File: config.mk
export PLATFORM = sky130hd
export DESIGN_NAME = fpa_queue
export DESIGN_NICKNAME = d
export VERILOG_FILES = /design/src/hdl/fpa_pkg.sv /design/src/hdl/fpa_queue.sv
export SDC_FILE = /design/constraint.sdc
export NUM_CORES = 1
export LEC_CHECK = 0
export BUFFER_PORTS_ARGS = -buffer_cell sky130_fd_sc_hd__buf_2
export CAP_MARGIN = 10
export CORE_MARGIN = 8
export CORE_UTILIZATION = 25
export DETAILED_ROUTE_END_ITERATION = 8
export GPL_TIMING_DRIVEN = 0
export PLACE_DENSITY_LB_ADDON = 0.15
export SYNTH_ARGS = -nofsm -noshare
export SYNTH_HDL_FRONTEND = slang
export SYNTH_SLANG_ARGS = --single-unit
File: constraint.sdc
create_clock -name clk -period 25 [get_ports clk]
set_input_delay 3.75 -clock clk [delete_from_list [all_inputs] [get_ports clk]]
set_output_delay 3.75 -clock clk [all_outputs]
set_load 0.1 [all_outputs]
File: src/hdl/fpa_pkg.sv
// Shared constants, types and helpers of the Q24.8 fixed-point ALU.
package fpa_pkg;

    localparam int FRAC_BITS = 8;
    localparam int DATA_W    = 32;
    localparam int NUM_W     = DATA_W + FRAC_BITS;
    localparam int PROD_W    = 2 * DATA_W;
    localparam int CMD_W     = 4;

    localparam int Q_DEPTH   = 2;
    localparam int Q_PTR_W   = (Q_DEPTH > 1) ? $clog2(Q_DEPTH) : 1;
    localparam int Q_CNT_W   = $clog2(Q_DEPTH + 1);

    localparam logic [CMD_W-1:0] CMD_ADD      = 4'd0;
    localparam logic [CMD_W-1:0] CMD_SUB      = 4'd1;
    localparam logic [CMD_W-1:0] CMD_MUL      = 4'd2;
    localparam logic [CMD_W-1:0] CMD_DIV      = 4'd3;
    localparam logic [CMD_W-1:0] CMD_MIN      = 4'd4;
    localparam logic [CMD_W-1:0] CMD_MAX      = 4'd5;
    localparam logic [CMD_W-1:0] CMD_INC      = 4'd6;
    localparam logic [CMD_W-1:0] CMD_DEC      = 4'd7;
    localparam logic [CMD_W-1:0] CMD_FROM_INT = 4'd8;
    localparam logic [CMD_W-1:0] CMD_TO_INT   = 4'd9;

    typedef enum logic [1:0] {
        KIND_SIMPLE,
        KIND_MUL,
        KIND_DIV
    } kind_t;

    typedef struct packed {
        logic less;
        logic equal;
        logic greater;
        logic div_zero;
    } flags_t;

    typedef struct packed {
        kind_t                     kind;
        logic signed [DATA_W-1:0]  res;
        flags_t                    flags;
        logic signed [DATA_W-1:0]  a;
        logic signed [DATA_W-1:0]  b;
        logic                      neg;
        logic [NUM_W-1:0]          num;
        logic [DATA_W-1:0]         den;
    } op_t;

    // Drop the fraction bits, rounding toward zero, keep the low word.
    function automatic logic [DATA_W-1:0] trunc_frac(input logic signed [PROD_W-1:0] p);
        logic signed [PROD_W-1:0] bias;
        logic signed [PROD_W-1:0] sum;
        bias = p[PROD_W-1] ? {{(PROD_W-FRAC_BITS){1'b0}}, {FRAC_BITS{1'b1}}} : '0;
        sum  = p + bias;
        return sum[FRAC_BITS +: DATA_W];
    endfunction

endpackage

File: src/hdl/fpa_queue.sv
// Short queue between front and back end.
module fpa_queue
    import fpa_pkg::*;
(
    input  logic clk,
    input  logic rst_n,
    input  logic push_valid,
    output logic push_ready,
    input  op_t  push_data,
    output logic pop_valid,
    input  logic pop_ready,
    output op_t  pop_data
);

    op_t                mem_reg [Q_DEPTH];
    logic [Q_PTR_W-1:0] wr_ptr_reg;
    logic [Q_PTR_W-1:0] rd_ptr_reg;
    logic [Q_CNT_W-1:0] count_reg;
    logic               push;
    logic               pop;

    assign pop_valid  = (count_reg != '0);
    assign push_ready = (count_reg != Q_CNT_W'(Q_DEPTH)) || pop_ready;
    assign push       = push_valid && push_ready;
    assign pop        = pop_valid && pop_ready;
    assign pop_data   = mem_reg[rd_ptr_reg];

    always_ff @(posedge clk or negedge rst_n)
    begin
        if (!rst_n)
        begin
            wr_ptr_reg <= '0;
            rd_ptr_reg <= '0;
            count_reg  <= '0;
        end
        else
        begin
            if (push)
                wr_ptr_reg <= (wr_ptr_reg == Q_PTR_W'(Q_DEPTH - 1)) ? '0
                                                                    : wr_ptr_reg + 1'b1;
            if (pop)
                rd_ptr_reg <= (rd_ptr_reg == Q_PTR_W'(Q_DEPTH - 1)) ? '0
                                                                    : rd_ptr_reg + 1'b1;
            if (push && !pop)
                count_reg <= count_reg + 1'b1;
            else if (pop && !push)
                count_reg <= count_reg - 1'b1;
        end
    end

    always_ff @(posedge clk)
    begin
        if (push)
            mem_reg[wr_ptr_reg] <= push_data;
    end

    a_count_bound: assert property (@(posedge clk) disable iff (!rst_n)
        count_reg <= Q_CNT_W'(Q_DEPTH))
        else $error("queue count above depth");

    a_count_inc: assert property (@(posedge clk) disable iff (!rst_n)
        (push && !pop) |=> (count_reg == $past(count_reg) + 1'b1))
        else $error("queue count missed a push");

    a_count_dec: assert property (@(posedge clk) disable iff (!rst_n)
        (pop && !push) |=> (count_reg == $past(count_reg) - 1'b1))
        else $error("queue count missed a pop");

endmodule

# Word-level counts from Yosys, hierarchy flattened
# Memory sizes are Yosys's and may differ from the RTL's.
# Cells that the tools add are included.
[word_totals]
n_memories = 1
inputBits = 179
out_inout_bits = 177
wordCells = 24
ram_bits = 350
ff_bits = 4
[classes]
reduce_logical = 9
n_mux = 6
n_addsub = 4
eq_ne = 1
[mem_list]
columns = ["name", "words", "width", "read_ports", "rd_clocked_by_memory_dff", "wr", "line_no", "text"]
rows = [
  ["mem_reg", 2, 175, 1, 0, 1, "fpa_queue.sv:15", "op_t mem_reg [Q_DEPTH];"],
]
[op_table]
columns = ["cell", "count"]
rows = [
  ["$logic_and 1x1->1", 4],
  ["$mux 1", 4],
  ["$mux 2", 2],
  ["$reduce_bool 2->1", 2],
  ["$add 1x1->1 const B", 2],
  ["$add 2x1->2 const B", 1],
  ["$logic_not 1->1", 2],
  ["$ne 2x2->1 const B", 1],
  ["$sub 2x1->2 const B", 1],
  ["$logic_or 1x1->1", 1],
]

# Longest topological paths before layout
[depth]
ltp_word = 7
depth_mapped = 7
depth_no_buf = 7

# Least setup slack after synthesis
# OpenSTA, ideal clock, no wires.
[synth_path]
kind = "input -> register"
startpoint = "input port pop_ready"
endpoint = "memory mem_reg[0][0] (netlist name), enable pin"
setup_slack_ns = 12.811
n_path_buf = 0
t_required_ns = 24.288
setup_ns = 0.712
path_stages = 3
t_arrival_ns = 11.477
path_cell_list = "or3b_4 > nand2_2 > nor2_1"
[synth_via]
elab_chain_len = 4
[synth_lines]
columns = ["item", "line_no", "text"]
rows = [
  ["start, declared", "fpa_queue.sv:11", "input logic pop_ready,"],
  ["$logic_or 1x1->1", "fpa_queue.sv:23", "assign push_ready = (count_reg != Q_CNT_W'(Q_DEPTH)) || pop_ready;"],
  ["$logic_and 1x1->1", "fpa_queue.sv:24", "assign push = push_valid && push_ready;"],
  ["$mux 1", "fpa_queue.sv:53", "if (push)"],
  ["$mux 1 (implied by the code)", "fpa_queue.sv:54", "mem_reg[wr_ptr_reg] <= push_data;"],
  ["end, declared", "fpa_queue.sv:15", ""],
]
# No other way between the ends.

# Worst setup path after layout
[layout_path]
startpoint = "input port pop_ready"
endpoint = "output port push_ready"
[layout_via]
elab_chain_len = 1
[layout_lines]
columns = ["item", "line_no", "text"]
rows = [
  ["$logic_or 1x1->1", "fpa_queue.sv:23", ""],
  ["end, declared", "fpa_queue.sv:8", "output logic push_ready,"],
]
# No other way between the ends.

==> impl_results.md <==
- YS warnings: 0
- Worst slew margin: 0.5299
- Largest family of logic cells by synthesized area: multiplexers
- Total negative setup slack: 0 ps
- Final min period: 8297 ps
- Setup Buffers After CTS: 0
- CP Launch Point: pop_ready
- Avg Cell Area, Syn: between 20 and 25 um^2
- CP Launch Type: input pin
- Slew Viols, Final: 0
- Rows: 85
- Arr. time, crit path: between 4000 and 5000 ps
- Final Setup Violations: 0
- Fillers: roughly 5300
- # DRC: 0
- Max-cap violations: 0
- Fin area: 17450 um^2
- Initial Util: 0.2513
- Initial antenna violation count: 3
- H-Tree Depth: 2
- RSZ-0062 raised after global routing: false
- CTS buffer count: 40
- Clock root buffer: clkbuf_16
- RR Startpoint: count_reg[1]
- Crit Path Max Fanout: 3
- Area share of and/or/nand/nor cells after synthesis: 0.003078
- Vias in the first global route: 7167
- Cell count after synthesis: 563
- Hold-fix buffers at CTS: 0
- Post-Syn Nets: roughly 740
- Antenna Violating Nets Remaining: 0
- Worst min path class: reg -> reg
- Largest net degree at the start of global routing: 56
- Post-Synth Adder-Cell Area: 0.0009327
- TritonCTS clock tree: done
- First-pass GRT wire length: 46.28 mm
- Via count: 6624
- Vias/cell: 3.915
- I/O pin count: 356
- Mux cell area share after synthesis: 0.1861
- Yosys cell types: 16
- WS Path Type: in -> out
- Final Non-Filler Cells: 1692
- Status: completed
- Tot GR Track Use: 0.1018
- Die Width: ~250 um
- Max FFs per register: 350
- I/O Buffers: 355
- Slew @ Worst Pin: 703.5 ps
- FF-to-FF End: mem_reg[0][57]
- Hold Path Depth: 1
- Worst skew pair latency: 540 ps
- Placed cell areas: 16300 um^2
- Die ar.: a little over 60000 um^2
- Final net count: 1150
- Count of final hold-check violations: 0
- Fraction of layout cells with a size suffix above 1: 0.6171
- Req. time, crit path: 21250 ps
- Cts repair resizes: 0
- Placed insts: 1624
- Clock buffer depth: 3
- Tcrit/Tclk final: 0.3319
- Worst Skew: 10.28 ps
- WL/cell: 19.27 um
- Iteration count of the initial detailed-routing pass: 4
- P&R area growth vs syn: 30.05%
- Initial DRC count: between 200 and 250
- Hpwl dp: 23.07 mm
- Core ar.: 53390 um^2
- Synth Register Bits: 354
- Synth Area in XOR/XNOR: 0.003265
- Reg2reg path depth: 6
- Total wire length: 32.61 mm
- CP endpoint: push_ready
- Compound-cell area share of the yosys netlist: 0
- Critical path endpoint category: primary output
- Routability Congestion: 0.6828
- Clock slew at reported path FFs: 50 ps
- Fmax: 0.1205 GHz
- Seq/Total Area, Yosys: 0.7910
- Synthesized cell area: roughly 13000 um^2
- R2R setup slack: around 23000 ps
- Clock sink count: ~350
- Die Y: 247.6 um
- GRT overflow: 0
- Layout Utilization: 0.3268
[cell usage in the layout, fill, tap and decap left out, types with 3 or more instances in the layout]
cell       count
mux2_4       140
buf_16         4
mux2_2        35
clkinv_2       6
buf_2        358
xnor2_1        3
buf_12         6
edfxtp_1     350
clkinv_1      11
buf_6         17
clkbuf_1       7
clkbuf_16     41
dfrtp_1        4
[final cells by class]
class                      instances  area, um^2  share of cell area
sequential                       354       10610              0.6082
buffer                            20       206.4             0.01183
tap                              696       870.8             0.04992
timing repair buffer             365        2007              0.1150
inverter                           1       3.754           0.0002152
clock buffer                      48        1052             0.06032
clock inverter                    19       86.33            0.004949
multi-input combinational        188        2606              0.1494
antenna                            1       2.502           0.0001434
[stage by stage]
step	hold WS [ps]	setup WS (ps)
global placement	473.2	6923
finish	501.0	16700
floorplan	447.5	12810
global route	542.2	16690
detailed placement	478.4	16700
CTS	496.6	16700
[worst min path at each step]
stage            startpoint           end
4_1_cts        count_reg[1]  count_reg[1]
2_1_floorplan  count_reg[1]  count_reg[1]
3_5_place_dp   count_reg[1]  count_reg[1]
6_report       count_reg[1]  count_reg[1]
3_3_place_gp   count_reg[1]  count_reg[1]
5_1_grt        count_reg[1]  count_reg[1]
[Yosys cell counts]
master | n | area [um^2]
ha_1 | 1 | 12.51
xor2_1 | 2 | 17.52
nand2_1 | 1 | 3.750
or3b_4 | 1 | 11.26
buf_6 | 17 | 191.4
and3_1 | 1 | 6.260
mux2_4 | 140 | 2102
mux2_2 | 35 | 394.1
buf_2 | 3 | 15.01
inv_1 | 1 | 3.750
nor2_1 | 2 | 7.510
xnor2_1 | 3 | 26.28
edfxtp_1 | 350 | 10510
dfrtp_1 | 4 | 100.1
nand2_2 | 1 | 6.260
or2_2 | 1 | 6.260
[per-layer routing]
layer,vias up,share of wire,global-route usage
li1,3064,-,-
met1,3315,0.38,0.1102
met5,-,0.00067,0
met3,53,0.070,0.03648
met2,188,0.53,0.1828
met4,4,0.025,0.03413
[logic make-up after synthesis]
logic type / after synthesis
DFF: 354
muxes: 175
buffers and inverters: 21
and+or+nand+nor: 7
xor gates and xnor gates: 5
adders and majority gates: 1
[critical path, cell delays in order]
cell and delay, ps:
buf_2 100, or3b_4 380, buf_2 310
Power is left out: the tool's default activity adds up to more than one toggle a clock period on the data nets, which glitch-free logic cannot reach.
